--- src/rtl/core/ps2kc_pkg.sv ---
// Package with the constants, codes and shared types of the PS/2 keyboard controller.
`timescale 1ns / 1ps
`default_nettype none
package ps2kc_pkg;

    localparam int FIFO_DEPTH = 64;
    localparam int CNT_W      = $clog2(FIFO_DEPTH + 1);
    localparam int BANK_DEPTH = (FIFO_DEPTH + 1) / 2;
    localparam int BANK_AW    = (BANK_DEPTH > 1) ? $clog2(BANK_DEPTH) : 1;

    localparam logic [1:0] OP_BUS_WRITE = 2'd0;
    localparam logic [1:0] OP_BUS_READ  = 2'd1;
    localparam logic [1:0] OP_KEY_EVENT = 2'd2;

    localparam logic [15:0] PORT_DATA   = 16'h1060;
    localparam logic [15:0] PORT_STATUS = 16'h1064;

    localparam logic [7:0] CMD_SELF_TEST    = 8'hAA;
    localparam logic [7:0] CMD_IF_TEST      = 8'hAB;
    localparam logic [7:0] CMD_MOUSE_ENABLE = 8'hA8;
    localparam logic [7:0] CMD_MOUSE_TEST   = 8'hA9;
    localparam logic [7:0] CMD_READ_CB      = 8'h20;
    localparam logic [7:0] CMD_WRITE_CB     = 8'h60;
    localparam logic [7:0] KBD_ENABLE       = 8'hF4;

    localparam logic [7:0] RESP_ACK       = 8'hFA;
    localparam logic [7:0] RESP_ZERO      = 8'h00;
    localparam logic [7:0] RESP_SELF_TEST = 8'h55;
    localparam logic [7:0] PREFIX_EXT     = 8'hE0;

    localparam logic [7:0] STATUS_AFTER_CMD = 8'h0C;
    localparam logic [7:0] STATUS_UNLOCKED  = 8'h10;

    typedef struct packed {
        logic [1:0]  operation;
        logic [15:0] bus_address;
        logic [7:0]  write_data;
        logic [6:0]  key_code;
        logic        key_extended;
        logic        key_release;
    } cmd_t;

    typedef struct packed {
        logic       push_a;
        logic [7:0] data_a;
        logic       push_b;
        logic [7:0] data_b;
        logic       pop;
    } fifo_req_t;

    typedef struct packed {
        logic not_empty;
        logic one_left;
        logic overflow;
    } fifo_stat_t;

endpackage
`default_nettype wire

--- src/rtl/core/ps2kc_if.sv ---
// Handshake interfaces for the command items and the result items.
`timescale 1ns / 1ps
`default_nettype none
interface ps2kc_cmd_if;
    logic        valid;
    logic        ready;
    logic [1:0]  operation;
    logic [15:0] bus_address;
    logic [7:0]  write_data;
    logic [6:0]  key_code;
    logic        key_extended;
    logic        key_release;

    modport source (
        output valid, operation, bus_address, write_data, key_code, key_extended,
               key_release,
        input  ready
    );
    modport sink (
        input  valid, operation, bus_address, write_data, key_code, key_extended,
               key_release,
        output ready
    );
endinterface

interface ps2kc_rsp_if;
    logic       valid;
    logic       ready;
    logic [7:0] read_data;
    logic       irq_level;
    logic       fifo_overflow;

    modport source (
        output valid, read_data, irq_level, fifo_overflow,
        input  ready
    );
    modport sink (
        input  valid, read_data, irq_level, fifo_overflow,
        output ready
    );
endinterface
`default_nettype wire

--- src/rtl/core/ps2kc_fifo.sv ---
// Output byte FIFO in two interleaved banks, taking up to two pushes and one pop an item.
`timescale 1ns / 1ps
`default_nettype none
module ps2kc_fifo
    import ps2kc_pkg::*;
(
    input  wire logic       clk,
    input  wire logic       rst_n,
    input  wire fifo_req_t  req,
    output fifo_stat_t      stat,
    output logic [7:0]      rd_data
);

    // Successive bytes alternate between the banks, so two pushes never meet in one bank.
    logic [7:0]         mem_bank0 [BANK_DEPTH];
    logic [7:0]         mem_bank1 [BANK_DEPTH];
    logic [BANK_AW-1:0] wr_ptr_reg [2];
    logic [BANK_AW-1:0] rd_ptr_reg [2];
    logic [BANK_AW-1:0] wr_ptr_next [2];
    logic [BANK_AW-1:0] rd_ptr_next [2];
    logic               tail_bank_reg;
    logic               tail_bank_next;
    logic               head_bank_reg;
    logic               head_bank_next;
    logic [CNT_W-1:0]   count_reg;
    logic [CNT_W-1:0]   count_next;
    logic [CNT_W-1:0]   count_after_a;
    logic [7:0]         q_reg;
    logic               ok_a;
    logic               ok_b;
    logic               pop_ok;
    logic               bank_b;
    logic [1:0]         we;
    logic [7:0]         wdata [2];

    function automatic logic [BANK_AW-1:0] ptr_inc(input logic [BANK_AW-1:0] p);
        logic [BANK_AW-1:0] r;
        if (p == BANK_AW'(BANK_DEPTH - 1))
        begin
            r = '0;
        end
        else
        begin
            r = p + BANK_AW'(1);
        end
        return r;
    endfunction

    always_comb
    begin
        ok_a          = req.push_a && (count_reg < CNT_W'(FIFO_DEPTH));
        count_after_a = count_reg + CNT_W'(ok_a);
        ok_b          = req.push_b && (count_after_a < CNT_W'(FIFO_DEPTH));
        pop_ok        = req.pop && (count_reg != '0);
        bank_b        = tail_bank_reg ^ ok_a;

        we       = 2'b00;
        wdata[0] = req.data_b;
        wdata[1] = req.data_b;
        if (ok_a)
        begin
            we[tail_bank_reg]    = 1'b1;
            wdata[tail_bank_reg] = req.data_a;
        end
        if (ok_b)
        begin
            we[bank_b]    = 1'b1;
            wdata[bank_b] = req.data_b;
        end

        for (int b = 0; b < 2; b++)
        begin
            wr_ptr_next[b] = we[b] ? ptr_inc(wr_ptr_reg[b]) : wr_ptr_reg[b];
            rd_ptr_next[b] = rd_ptr_reg[b];
        end
        if (pop_ok)
        begin
            rd_ptr_next[head_bank_reg] = ptr_inc(rd_ptr_reg[head_bank_reg]);
        end

        tail_bank_next = tail_bank_reg ^ ok_a ^ ok_b;
        head_bank_next = head_bank_reg ^ pop_ok;
        count_next     = count_after_a + CNT_W'(ok_b) - CNT_W'(pop_ok);

        stat.not_empty = (count_reg != '0);
        stat.one_left  = (count_reg == CNT_W'(1));
        stat.overflow  = (req.push_a && !ok_a) || (req.push_b && !ok_b);
        rd_data        = q_reg;
    end

    always_ff @(posedge clk or negedge rst_n)
    begin
        if (!rst_n)
        begin
            for (int b = 0; b < 2; b++)
            begin
                wr_ptr_reg[b] <= '0;
                rd_ptr_reg[b] <= '0;
            end
            tail_bank_reg <= 1'b0;
            head_bank_reg <= 1'b0;
            count_reg     <= '0;
        end
        else
        begin
            for (int b = 0; b < 2; b++)
            begin
                wr_ptr_reg[b] <= wr_ptr_next[b];
                rd_ptr_reg[b] <= rd_ptr_next[b];
            end
            tail_bank_reg <= tail_bank_next;
            head_bank_reg <= head_bank_next;
            count_reg     <= count_next;
        end
    end

    always_ff @(posedge clk)
    begin
        if (we[0])
        begin
            mem_bank0[wr_ptr_reg[0]] <= wdata[0];
        end
        if (we[1])
        begin
            mem_bank1[wr_ptr_reg[1]] <= wdata[1];
        end
        if (pop_ok)
        begin
            if (head_bank_reg)
            begin
                q_reg <= mem_bank1[rd_ptr_reg[1]];
            end
            else
            begin
                q_reg <= mem_bank0[rd_ptr_reg[0]];
            end
        end
    end

endmodule
`default_nettype wire

--- src/rtl/core/ps2kc_top_dummy_guard.sv ---
// Result stage of the controller: holds one result item and its byte source until taken.
`timescale 1ns / 1ps
`default_nettype none
module ps2kc_rsp_stage
    import ps2kc_pkg::*;
(
    input  wire logic  clk,
    input  wire logic  rst_n,
    input  wire logic  load,
    input  wire logic  take,
    input  wire logic  sel_fifo,
    input  wire logic [7:0] byte_in,
    input  wire logic  irq_in,
    input  wire logic  overflow_in,
    input  wire logic [7:0] fifo_byte,
    output logic       valid,
    output logic [7:0] read_data,
    output logic       irq_level,
    output logic       fifo_overflow
);

    logic       valid_reg;
    logic       valid_next;
    logic       sel_fifo_reg;
    logic [7:0] byte_reg;
    logic       irq_reg;
    logic       overflow_reg;

    always_comb
    begin
        valid_next    = load ? 1'b1 : (take ? 1'b0 : valid_reg);
        valid         = valid_reg;
        // A popped byte comes straight from the FIFO's registered read port.
        read_data     = sel_fifo_reg ? fifo_byte : byte_reg;
        irq_level     = irq_reg;
        fifo_overflow = overflow_reg;
    end

    always_ff @(posedge clk or negedge rst_n)
    begin
        if (!rst_n)
        begin
            valid_reg <= 1'b0;
        end
        else
        begin
            valid_reg <= valid_next;
        end
    end

    always_ff @(posedge clk)
    begin
        if (load)
        begin
            sel_fifo_reg <= sel_fifo;
            byte_reg     <= byte_in;
            irq_reg      <= irq_in;
            overflow_reg <= overflow_in;
        end
    end

endmodule
`default_nettype wire

--- src/rtl/core/ps2_keyboard_controller_ports_unit.sv ---
// Top level of the 8042-style PS/2 keyboard controller behind a data port and a status port.
//
//   channel  direction  fields
//   cmd      in         operation, bus_address, write_data, key_code, key_extended, key_release
//   rsp      out        read_data, irq_level, fifo_overflow
//
// Every item passes from acceptance to result through the input register, where it is decoded and
// updates the FIFO and flags, and then the result register. One item is accepted per cycle
// when not stalled; the FIFO's two interleaved banks take a key event's prefix and code together.
// Reset clears the flags, the command byte and the FIFO pointers; the FIFO storage is not cleared.
// A stalled result holds the input register, and the input side stalls only when both are full.
`timescale 1ns / 1ps
`default_nettype none
module ps2_keyboard_controller_ports_unit
    import ps2kc_pkg::*;
(
    input  wire logic   clk,
    input  wire logic   rst_n,
    ps2kc_cmd_if.sink   cmd,
    ps2kc_rsp_if.source rsp
);

    logic       in_valid_reg;
    logic       in_valid_next;
    cmd_t       in_reg;
    logic       step;
    logic       out_free;
    logic       rsp_valid;

    logic       cmd_seen_reg;
    logic       cmd_seen_next;
    logic [7:0] command_byte_reg;
    logic [7:0] command_byte_next;
    logic       expect_command_reg;
    logic       expect_command_next;
    logic       irq_reg;
    logic       irq_next;

    fifo_req_t  fifo_req;
    fifo_req_t  req_raw;
    fifo_stat_t fifo_stat;
    logic [7:0] fifo_byte;
    logic [7:0] rd_byte;
    logic       rd_from_fifo;

    always_comb
    begin
        out_free      = !rsp_valid || rsp.ready;
        step          = in_valid_reg && out_free;
        cmd.ready     = !in_valid_reg || out_free;
        in_valid_next = (cmd.valid && cmd.ready) ? 1'b1 : (step ? 1'b0 : in_valid_reg);
    end

    always_comb
    begin
        req_raw.push_a      = 1'b0;
        req_raw.data_a      = PREFIX_EXT;
        req_raw.push_b      = 1'b0;
        req_raw.data_b      = RESP_ZERO;
        req_raw.pop         = 1'b0;
        cmd_seen_next       = cmd_seen_reg;
        command_byte_next   = command_byte_reg;
        expect_command_next = expect_command_reg;
        irq_next            = irq_reg;
        rd_byte             = 8'h00;
        rd_from_fifo        = 1'b0;

        case (in_reg.operation)
            OP_BUS_WRITE:
            begin
                if (in_reg.bus_address == PORT_DATA)
                begin
                    if (expect_command_reg)
                    begin
                        command_byte_next   = in_reg.write_data;
                        expect_command_next = 1'b0;
                    end
                    else
                    begin
                        req_raw.push_b = 1'b1;
                        req_raw.data_b = (in_reg.write_data == KBD_ENABLE) ? RESP_ACK : RESP_ZERO;
                    end
                end
                else if (in_reg.bus_address == PORT_STATUS)
                begin
                    case (in_reg.write_data)
                        CMD_SELF_TEST:
                        begin
                            req_raw.push_b = 1'b1;
                            req_raw.data_b = RESP_SELF_TEST;
                            cmd_seen_next  = 1'b1;
                        end
                        CMD_IF_TEST, CMD_MOUSE_TEST:
                        begin
                            req_raw.push_b = 1'b1;
                            cmd_seen_next  = 1'b1;
                        end
                        CMD_MOUSE_ENABLE:
                        begin
                            cmd_seen_next = 1'b1;
                        end
                        CMD_READ_CB:
                        begin
                            req_raw.push_b = 1'b1;
                            req_raw.data_b = command_byte_reg;
                            cmd_seen_next  = 1'b1;
                        end
                        CMD_WRITE_CB:
                        begin
                            expect_command_next = 1'b1;
                            cmd_seen_next       = 1'b1;
                        end
                        default:
                        begin
                            cmd_seen_next = cmd_seen_reg;
                        end
                    endcase
                end
            end
            OP_BUS_READ:
            begin
                if (in_reg.bus_address == PORT_STATUS)
                begin
                    rd_byte = (cmd_seen_reg ? STATUS_AFTER_CMD : 8'h00) | STATUS_UNLOCKED
                              | {7'b0, fifo_stat.not_empty};
                end
                else if (in_reg.bus_address == PORT_DATA)
                begin
                    req_raw.pop  = 1'b1;
                    rd_from_fifo = fifo_stat.not_empty;
                    if (!fifo_stat.not_empty || fifo_stat.one_left)
                    begin
                        irq_next = 1'b0;
                    end
                end
            end
            OP_KEY_EVENT:
            begin
                req_raw.push_a = in_reg.key_extended;
                req_raw.push_b = 1'b1;
                req_raw.data_b = {in_reg.key_release, in_reg.key_code};
                irq_next       = 1'b1;
            end
            default:
            begin
                irq_next = irq_reg;
            end
        endcase

        fifo_req        = req_raw;
        fifo_req.push_a = req_raw.push_a && step;
        fifo_req.push_b = req_raw.push_b && step;
        fifo_req.pop    = req_raw.pop && step;
    end

    always_ff @(posedge clk or negedge rst_n)
    begin
        if (!rst_n)
        begin
            in_valid_reg       <= 1'b0;
            cmd_seen_reg       <= 1'b0;
            command_byte_reg   <= 8'h00;
            expect_command_reg <= 1'b0;
            irq_reg            <= 1'b0;
        end
        else
        begin
            in_valid_reg <= in_valid_next;
            if (step)
            begin
                cmd_seen_reg       <= cmd_seen_next;
                command_byte_reg   <= command_byte_next;
                expect_command_reg <= expect_command_next;
                irq_reg            <= irq_next;
            end
        end
    end

    always_ff @(posedge clk)
    begin
        if (cmd.valid && cmd.ready)
        begin
            in_reg.operation    <= cmd.operation;
            in_reg.bus_address  <= cmd.bus_address;
            in_reg.write_data   <= cmd.write_data;
            in_reg.key_code     <= cmd.key_code;
            in_reg.key_extended <= cmd.key_extended;
            in_reg.key_release  <= cmd.key_release;
        end
    end

    ps2kc_fifo u_fifo (
        .clk     (clk),
        .rst_n   (rst_n),
        .req     (fifo_req),
        .stat    (fifo_stat),
        .rd_data (fifo_byte)
    );

    ps2kc_rsp_stage u_rsp (
        .clk           (clk),
        .rst_n         (rst_n),
        .load          (step),
        .take          (rsp.ready),
        .sel_fifo      (rd_from_fifo),
        .byte_in       (rd_byte),
        .irq_in        (irq_next),
        .overflow_in   (fifo_stat.overflow),
        .fifo_byte     (fifo_byte),
        .valid         (rsp_valid),
        .read_data     (rsp.read_data),
        .irq_level     (rsp.irq_level),
        .fifo_overflow (rsp.fifo_overflow)
    );

    assign rsp.valid = rsp_valid;

endmodule
`default_nettype wire

--- src/flat_wrapper.sv ---
// flat-port wrapper written by rule: the top's interface ports become plain ports
module ps2_keyboard_controller_ports_unit_flat import ps2kc_pkg::*;
  (clk, rst_n, cmd_valid, cmd_operation, cmd_bus_address, cmd_write_data, cmd_key_code, cmd_key_extended, cmd_key_release, cmd_ready, rsp_valid, rsp_read_data, rsp_irq_level, rsp_fifo_overflow, rsp_ready);
  ps2kc_cmd_if cmd_i ();
  ps2kc_rsp_if rsp_i ();
  input  wire logic clk;
  input  wire logic rst_n;
  input wire logic [$bits(cmd_i.valid)-1:0] cmd_valid;
  input wire logic [$bits(cmd_i.operation)-1:0] cmd_operation;
  input wire logic [$bits(cmd_i.bus_address)-1:0] cmd_bus_address;
  input wire logic [$bits(cmd_i.write_data)-1:0] cmd_write_data;
  input wire logic [$bits(cmd_i.key_code)-1:0] cmd_key_code;
  input wire logic [$bits(cmd_i.key_extended)-1:0] cmd_key_extended;
  input wire logic [$bits(cmd_i.key_release)-1:0] cmd_key_release;
  output wire logic [$bits(cmd_i.ready)-1:0] cmd_ready;
  output wire logic [$bits(rsp_i.valid)-1:0] rsp_valid;
  output wire logic [$bits(rsp_i.read_data)-1:0] rsp_read_data;
  output wire logic [$bits(rsp_i.irq_level)-1:0] rsp_irq_level;
  output wire logic [$bits(rsp_i.fifo_overflow)-1:0] rsp_fifo_overflow;
  input wire logic [$bits(rsp_i.ready)-1:0] rsp_ready;
  assign cmd_i.valid = cmd_valid;
  assign cmd_i.operation = cmd_operation;
  assign cmd_i.bus_address = cmd_bus_address;
  assign cmd_i.write_data = cmd_write_data;
  assign cmd_i.key_code = cmd_key_code;
  assign cmd_i.key_extended = cmd_key_extended;
  assign cmd_i.key_release = cmd_key_release;
  assign cmd_ready = cmd_i.ready;
  assign rsp_valid = rsp_i.valid;
  assign rsp_read_data = rsp_i.read_data;
  assign rsp_irq_level = rsp_i.irq_level;
  assign rsp_fifo_overflow = rsp_i.fifo_overflow;
  assign rsp_i.ready = rsp_ready;
  ps2_keyboard_controller_ports_unit u_core (.clk(clk), .rst_n(rst_n), .cmd(cmd_i), .rsp(rsp_i));
endmodule
--- config.mk ---
export PLATFORM = sky130hd
export DESIGN_NAME = ps2_keyboard_controller_ports_unit_flat
export DESIGN_NICKNAME = d
export VERILOG_FILES = /design/src/rtl/core/ps2kc_pkg.sv /design/src/rtl/core/ps2kc_if.sv /design/src/rtl/core/ps2kc_fifo.sv /design/src/rtl/core/ps2kc_top_dummy_guard.sv /design/src/rtl/core/ps2_keyboard_controller_ports_unit.sv /design/src/flat_wrapper.sv
export SDC_FILE = /design/constraint.sdc
export NUM_CORES = 1
export LEC_CHECK = 0
export BUFFER_PORTS_ARGS = -buffer_cell sky130_fd_sc_hd__buf_2
export CORE_MARGIN = 5
export CORE_UTILIZATION = 58
export DETAILED_ROUTE_END_ITERATION = 8
export PLACE_DENSITY = 0.78
export SYNTH_ARGS = -nofsm -noshare
export SYNTH_HDL_FRONTEND = slang
export SYNTH_SLANG_ARGS = --single-unit
--- constraint.sdc ---
create_clock -name clk -period 5.9 [get_ports clk]
set_input_delay 1.18 -clock clk [delete_from_list [all_inputs] [get_ports clk]]
set_output_delay 1.18 -clock clk [all_outputs]
set_load 0.01 [all_outputs]
# Word level (Yosys, flattened, before mapping)
# Memories as Yosys holds them, arrays and structs flattened.
# Cells that the tools add are included.
# op_classes
addsub	6
eq_ne	15
n_mux	52
bitwise	13
n_lt_le_gt_ge	12
n_reduce_logical	37
# ops
cell	n
8-bit == test, second input constant	5
5-bit two-way mux	8
8-bit two-way mux	5
16-bit by 13-bit == test with 1-bit output, second input constant	2
16-bit two-way mux	2
9-bit two-way mux	3
1-bit two-way mux	21
9-bit case mux with 2 select lines	1
16-bit bitwise mux	1
8-bit demux with 1-bit select	2
8-bit case mux with 2 select lines	1
5-bit by 1-bit adder with 5-bit output, second input constant	3
5-bit == test, second input constant	3
1-bit logical AND	15
7-bit by 1-bit adder with 7-bit output	2
7-bit < comparator, second input constant	2
10-bit bitwise AND	1
10-bit bitwise mux	1
10-bit NOT	1
8-bit by 6-bit == test with 1-bit output, second input constant	1
8-bit by 7-bit == test with 1-bit output, second input constant	1
8-bit by 1-bit OR with 8-bit output	1
4-bit AND reduction	2
2-bit nonzero test	4
other kinds (27)	47
# totals
in_bits	39
memories	2
regBits	96
wordCells	161
ram_bits	512
# mem_list
memory	words	width	read_ports	rd_clocked_by_memory_dff	write_ports	line	text
u_core.u_fifo.mem_bank0	32	8	1	0	1	ps2kc_fifo.sv:15	logic [7:0] mem_bank0 [BANK_DEPTH];
u_core.u_fifo.mem_bank1	32	8	1	0	1	ps2kc_fifo.sv:16	logic [7:0] mem_bank1 [BANK_DEPTH];

# Logic depth before layout (Yosys ltp)
# Gate-level depths: netlist of the first run.
# depth
depth_word	14
mapped_depth	20

# By module
# Synthesis of the first run repeated with hierarchy kept, for this count alone.
# unflattened
cells_unflattened	1286
hier_area_um2	24980.2
# by_module_without_submodules
module	cells_each	area_each_um2	seq_area_each_um2	instances
ps2kc_fifo	1112	22447.8	16340.7	1
ps2_keyboard_controller_ports_unit	151	2034.5	1351.3	1
ps2kc_rsp_stage	23	498.0	355.3	1

# Least setup slack after synthesis of the first run
# No wires, ideal clock.
# synth_path
kind	input to register
from	input port rsp_ready
to	register u_core.u_fifo.count_reg[6]
path_buffers	0
slack_ns	0.808
arrival_ns	5.012
path_stages	19
cell_sequence	nand2b_1 -> nand3_1 -> nor3b_1 -> ha_1 -> ha_1 -> nand3_1 -> nor2_1 -> xnor2_1 -> o21ai_0 -> ha_1 -> inv_1 -> ha_1 -> fa_1 -> a21oi_1 -> nor2_1 -> nor2_1 -> o21bai_1 -> a21oi_1 -> xnor2_1
# synth_between
elab_chain_len	9
word_cells_on_any_way	12
classes_between	add/sub: 3; order compare: 1; reduce/logical: 8
# synth_lines
element	line	text
from (decl)	flat_wrapper.sv:20	input wire logic [$bits(rsp_i.ready)-1:0] rsp_ready;
1-bit logical OR (*)	ps2_keyboard_controller_ports_unit.sv:48	out_free = !rsp_valid || rsp.ready;
1-bit logical AND (*)	ps2_keyboard_controller_ports_unit.sv:49	step = in_valid_reg && out_free;
1-bit logical AND	ps2_keyboard_controller_ports_unit.sv:151	fifo_req.push_a = req_raw.push_a && step;
1-bit logical AND	ps2kc_fifo.sv:51	ok_a = req.push_a && (count_reg < CNT_W'(FIFO_DEPTH));
7-bit by 1-bit adder with 7-bit output	ps2kc_fifo.sv:52	count_after_a = count_reg + CNT_W'(ok_a);
7-bit < comparator	ps2kc_fifo.sv:53	ok_b = req.push_b && (count_after_a < CNT_W'(FIFO_DEPTH));
1-bit logical AND	ps2kc_fifo.sv:53	
7-bit by 1-bit adder with 7-bit output	ps2kc_fifo.sv:83	count_next = count_after_a + CNT_W'(ok_b) - CNT_W'(pop_ok);
7-bit by 1-bit subtractor with 7-bit output (*)	ps2kc_fifo.sv:83	
named net u_core.u_fifo.count_next[6]	ps2kc_fifo.sv:26	logic [CNT_W-1:0] count_next;
to (signal assigned)	ps2kc_fifo.sv:113	count_reg <= count_next;
to (decl)	ps2kc_fifo.sv:25	logic [CNT_W-1:0] count_reg;
# Mark *: on every way through the listed nets, which the timed path passes. The rest lies on a longest branch.
# A chain may end at the register's enable or synchronous reset.

# Worst setup path after layout of the first run
# layout_path
from	register u_core.in_reg[33] (netlist bit)
to	register u_core.u_fifo.count_reg[6]
# layout_between
elab_chain_len	9
word_cells_on_any_way	16
classes_between	add/sub: 3; order compare: 1; eq/ne: 2; mux: 3; reduce/logical: 7
# layout_lines
element	line	text
from (decl)	ps2_keyboard_controller_ports_unit.sv:25	cmd_t in_reg;
2-bit == test	ps2_keyboard_controller_ports_unit.sv:68	case (in_reg.operation)
1-bit two-way mux	ps2_keyboard_controller_ports_unit.sv:68	
1-bit logical AND	ps2_keyboard_controller_ports_unit.sv:151	
1-bit logical AND	ps2kc_fifo.sv:51	
7-bit by 1-bit adder with 7-bit output	ps2kc_fifo.sv:52	
7-bit < comparator	ps2kc_fifo.sv:53	
1-bit logical AND	ps2kc_fifo.sv:53	
7-bit by 1-bit adder with 7-bit output	ps2kc_fifo.sv:83	
7-bit by 1-bit subtractor with 7-bit output (*)	ps2kc_fifo.sv:83	
named net u_core.u_fifo.count_next[6]	ps2kc_fifo.sv:26	
# Marked as above.

==> metrics, run 1 <==
io pins 51; Bufs and invs on worst path 3; CP startpoint kind register; Cells after DPL ~1800; Non-Filler Instances 1911; Seq cells post-synth 603; Worst-Skew Late Latency roughly 620 ps; Hold Crit Class reg2reg; antenna viol nets, final 0; CTS Hold Bufs 0; sequential area share after synthesis 73.03%; Hold Vio Cnt, Final 0; Post-synth ARST share 6.965%; Net count, final 1394; most common cell in the netlist edfxtp_1; Filler Cell Count 2655; worst vdd ir 0.3218 mV; htree depth 2; Synth area leader edfxtp_1; Area after DPL approximately 26000 µm²; CP Class reg2reg; status completed; GRT overflow 0; antenna cell count 0; xor/xnor share of the synthesized area 0.5718%; Worst path max stage delay 460 ps; syn_area_per_cell 20.10 µm²; drt wl/cell about 27 µm; syn_nets around 1300; main flop type after synthesis edfxtp_1; Post-Syn Instances 1219; post-route cell area about 28000 µm²; register area 17910 µm²; worst-case clock buffer depth 3; total number of vias 12293; Worst path slowest cell ha_1; Netlist cell types 60; top area cells in the synthesized netlist edfxtp_1 (69%), mux4_2 (15%), dfrtp_1 (4.3%); RSZ-0062 raised after global routing no; P&R area growth vs syn 12.53%; Adder-Cell Fraction of Synth Area 1.613%; Routed WL 51330 µm; DR vias/cell 6.433; Cell Rows 75; DP HPWL 32000 µm; first-pass GRT wire length 78860 µm; CTS Sinks 603; total global-route track usage between 20% and 30%; Post-Route Setup TNS 0 ps; post-synthesis mux area share 16.77%; vias in the first global route 12532; Root Buffer clkbuf_16; Fmax 0.1950 GHz; CP Max Fanout 12; power density cells about 330 nW/µm²; Pins Over Slew Limit 0; CTS tree built; post-CTS sizing 0; clk slew on worst S/H paths 70 ps; Worst Skew about 26 ps; post-synth top area share 68.74%; PortBufs 50; post-synthesis simple-gate area fraction 4.376%; leakage power roughly 9 nW; initial antenna violation count 1; RePlAce Congestion around 0.87; complex-gate fraction of the synthesized area 2.364%; total clock buffers created by CTS 57; Setup crit end kind register; crit share post-route 86.92%; core area 41850 µm²; Post-synth top cells edfxtp_1 (561), mux4_2 (160), nor2_1 (57), dfrtp_1 (42), clkbuf_1 (40); mapped cell area 24510 µm²; worst-margin pin slew 1394 ps; layout cells sized above 1 30.69%; Multi-input gate area 6356 µm²; min cycle time layout 5128 ps; WP data required 6430 ps; Slew HR 6.963%; largest delay contributor family on the critical path adder cells; post-CTS setup buffers 0; maximum number of pins on one net before global-route repair 54; drt first pass iters 5; starting density of the core roughly three fifths; most used cell along the critical path ha_1; die area 46460 µm²; Remaining DRCs 0; die span in y ~220 µm; Ys Warns 0; First DRT Iteration DRCs roughly 1300; max_cap viols 0; final setup vio count 0; Die Wd 215.6 µm; total power draw 0.009228 W; largest family of logic cells by synthesized area multiplexers; critical-path cell list inv_1 > ha_1 > nand3_1 > nor3b_1 > buf_4 > ha_1 > ha_1 > nand3_1 > nor2_1 > xnor2_1 > o21ai_0 > ha_1 > inv_1 > ha_1 > fa_1 > a21oi_1 > nor2_1 > nor2_1 > o21bai_1 > a21oi_1 > xnor2_1; Post-synth EDFFs 561; Worst EP arrival 5660 ps
-- report_power, final --
| part | internal, W | total (W) | switching, W | leakage (nW) |
|---|---|---|---|---|
| clock network | 0.00213 | 0.00368 | 0.00155 | 0.916 |
| registers | 0.00478 | 0.00492 | 0.000133 | 5.70 |
| logic | 0.000249 | 0.000630 | 0.000382 | 2.42 |
-- metal layers --
layer  global-route usage, %  vias to the layer above  part of all wire, %
li1                        -                     5249                    -
met1                   32.53                     6348                   41
met2                   35.88                      586                   48
met3                   4.246                      108                  8.0
met4                   6.827                        2                  3.0
met5                       0                        -                0.025
-- final timing paths --
kind	startpoint	endpoint	slack [ps]	cells after the start
max in group asynchronous	rst_n	u_core.u_fifo.rd_ptr_reg[0]$_DFFE_PN0P_	4790	2
worst min-delay path	u_core.cmd_seen_reg$_DFFE_PN0P_	u_core.cmd_seen_reg$_DFFE_PN0P_	470	1
min in group asynchronous	rst_n	u_core.in_valid_reg$_DFFE_PN0P_	640	2
worst max-delay path	u_core.in_reg[33]$_DFFE_PP_	u_core.u_fifo.count_reg[6]$_DFF_PN0_	770	21
worst min register to register	u_core.cmd_seen_reg$_DFFE_PN0P_	u_core.cmd_seen_reg$_DFFE_PN0P_	470	1
worst max register to register	u_core.in_reg[33]$_DFFE_PP_	u_core.u_fifo.count_reg[6]$_DFF_PN0_	770	21
-- cells by family (layout without fill, tap and decap cells) --
| family | count (synthesis) | after routing |
|---|---|---|
| simple gates | 205 | 205 |
| compound gates | 77 | 77 |
| fa+ha+maj | 31 | 31 |
| flops | 603 | 603 |
| buf+inv | 81 | 234 |
| mux | 206 | 206 |
| xor+xnor | 16 | 16 |
-- stage by stage --
stage	hold WS, ps	setup slack [ps]	util, %
after floorplan	433.0	808.5	-
final	468.1	771.8	65.89
after CTS	471.7	865.9	65.89
after global placement	451.8	588.8	61.36
after global routing	492.3	398.9	65.89
after detailed placement	456.6	495.9	61.36
-- cell type report --
class                      instances  share of cell area, %
sequential                       603                  64.93
multi-input combinational        535                  23.05
clock buffer                      72                  5.639
tap                              539                  2.445
timing repair buffer             104                  2.377
clock inverter                    35                  1.243
inverter                          23                 0.3131
-- placed cells by master, fill, tap and decap left out, types with 9 or more instances in the layout --
master / count
clkinv_1: 11
buf_4: 54
inv_1: 21
nand3_1: 15
nor3_1: 16
clkbuf_16: 59
a21oi_1: 9
ha_1: 30
nand2b_1: 9
mux4_2: 160
clkbuf_1: 10
nor4_1: 22
dfrtp_1: 38
buf_2: 50
mux2_2: 34
nand2_1: 36
edfxtp_1: 561
nor2_1: 49
xnor2_1: 9
mux2i_1: 9
o21ai_0: 16
Note: power is estimated with default switching activity, not from simulation.
==> run 2: changes to the inputs <==
--- a/config.mk
+++ b/config.mk
@@ -6,6 +6,7 @@
 export NUM_CORES = 1
 export LEC_CHECK = 0
 export BUFFER_PORTS_ARGS = -buffer_cell sky130_fd_sc_hd__buf_2
+export CORE_ASPECT_RATIO = 0.5
 export CORE_MARGIN = 5
 export CORE_UTILIZATION = 58
 export DETAILED_ROUTE_END_ITERATION = 8
==> metrics, run 2 (same netlist as run 1, synthesis figures left out) <==
power density cells roughly 330 nW/µm²; min cycle time layout 5079 ps; crit share post-route 86.08%; Min Hold Slack between 400 and 500 ps; RSZ-0062 raised after global routing no; most frequent cells in the layout edfxtp_1 (561), mux4_2 (160), clkbuf_16 (55); reg2reg start u_core.in_reg[33]$_DFFE_PP_; Worst Skew ~14 ps; worst-margin pin slew 1399 ps; post-CTS setup buffers 0; DR vias/cell 6.340; vias in the first global route ~12000; antenna cell count 0; io pins 51; Worst EP arrival 5280 ps; CTS Sinks 603; Levels on crit path 12; final setup vio count 0; Post-Route Setup TNS 0 ps; Reg2Reg Setup Slack 820 ps; GRT overflow 0; RR Endpoint u_core.u_fifo.mem_bank0[10][5]$_DFFE_PP_; Slew HR between 6 and 7%; initial antenna violation count 0; antenna viol nets, final 0; First DRT Iteration DRCs roughly 1600; Cell Rows between 50 and 60; Die Wd around 300 µm; post-CTS sizing 0; largest delay contributor family on the critical path simple AND/OR/NAND/NOR gates; worst-case clock buffer depth 3; die area 46710 µm²; most common cell after layout, fill and taps aside edfxtp_1; Pins Over Slew Limit 0; htree depth 2; Routed WL 51370 µm; die span in y 155.3 µm; total global-route track usage 22.54%; CP Max Fanout 12; clk slew on worst S/H paths about 70 ps; starting density of the core between 50% and 60%; RePlAce Congestion just under 0.9; Remaining DRCs 0; layout cells sized above 1 29.54%; Fmax 0.1969 GHz; critical-path cell list inv_1 > ha_1 > nand3_1 > nor3b_1 > ha_1 > ha_1 > nand3_1 > nor2_1 > xnor2_1 > mux2_2 > o31ai_2 > nor2_1; Bufs and invs on worst path 1; CTS Hold Bufs 0; CTS tree built; drt wl/cell 26.60 µm; drt first pass iters 5; P&R area growth vs syn 11.61%; DP HPWL between 30000 and 40000 µm; Worst path slowest cell o31ai_2; Net count, final 1384; maximum number of pins on one net before global-route repair 51; WP data required 6100 ps; leakage power 8.921 nW; CP Class reg2reg; most used cell along the critical path ha_1; status completed; CP startpoint kind register; first-pass GRT wire length 78880 µm; Root Buffer clkbuf_16; total clock buffers created by CTS 50; core area 41840 µm²; Setup crit end kind register; Worst-Skew Late Latency 580 ps; Hold Crit Class reg2reg; hold_sp u_core.cmd_seen_reg$_DFFE_PN0P_; PortBufs 50; WHS Path Cells 1; Hold Vio Cnt, Final 0; worst vdd ir 0.2458 mV; total number of vias 12243; max_cap viols 0; WHS Endpoint u_core.cmd_seen_reg$_DFFE_PN0P_; cells on worst reg2reg path 12; Worst path max stage delay 1020 ps
==> run 2: power breakdown <==
| group | switching [W] | internal [W] | total, W | leakage (nW) |
|---|---|---|---|---|
| logic | 0.000400 | 0.000246 | 0.000646 | 2.41 |
| registers | 0.000136 | 0.00478 | 0.00492 | 5.70 |
| clock network | 0.00145 | 0.00189 | 0.00334 | 0.812 |
==> run 2: worst reg2reg max path, stage by stage (launching register included) <==
cell      delay [ps]
edfxtp_1         390
inv_1            100
ha_1             430
nand3_1          270
nor3b_1          330
ha_1             250
ha_1             210
nand3_1          120
nor2_1           290
xnor2_1          310
mux2_2           510
o31ai_2         1020
nor2_1           480
==> run 2: cell type report <==
| type | count | area [µm²] |
|---|---|---|
| Sequential cell | 603 | 17910 |
| Fill cell | 2624 | 14490 |
| Inverter | 23 | 86.33 |
| Clock buffer | 67 | 1441 |
| Tap cell | 577 | 721.9 |
| Multi-Input combinational cell | 535 | 6336 |
| Clock inverter | 25 | 217.7 |
| Timing Repair Buffer | 101 | 640.6 |
==> run 2: worst max path at each step <==
stage / slack [ps] / start / endpoint
after global routing: 490 / u_core.in_reg[33]$_DFFE_PP_ / u_core.u_fifo.count_reg[6]$_DFF_PN0_
after global placement: 600 / rsp_ready / u_core.u_fifo.count_reg[6]$_DFF_PN0_
after CTS: 930 / u_core.in_reg[33]$_DFFE_PP_ / u_core.u_fifo.mem_bank0[10][4]$_DFFE_PP_
final: 820 / u_core.in_reg[33]$_DFFE_PP_ / u_core.u_fifo.mem_bank0[10][5]$_DFFE_PP_
after floorplan: 810 / rsp_ready / u_core.u_fifo.count_reg[6]$_DFF_PN0_
after detailed placement: 490 / rsp_ready / u_core.u_fifo.mem_bank0[10][6]$_DFFE_PP_
==> run 2: per-layer routing <==
layer | share of wire, % | global-route usage, % | vias up
met3 | 8.3 | 3.765 | 86
met1 | 41 | 33.06 | 6341
li1 | - | - | 5209
met4 | 2.4 | 5.432 | 0
met5 | 0 | 0 | -
met2 | 49 | 36.51 | 607
==> run 2: metrics by stage <==
stage	instance area [µm²]	setup slack, ps	utilization (%)	cells	total power [W]
2_1_floorplan	24510	808.5	-	1219	0.005419
3_3_place_gp	25670	604.7	61.35	1838	0.005589
3_5_place_dp	25670	490.2	61.35	1838	0.005638
4_1_cts	27330	933.8	65.32	1930	0.008941
5_1_grt	27350	485.6	65.36	1931	0.009231
6_report	27350	821.2	65.36	1931	0.008907
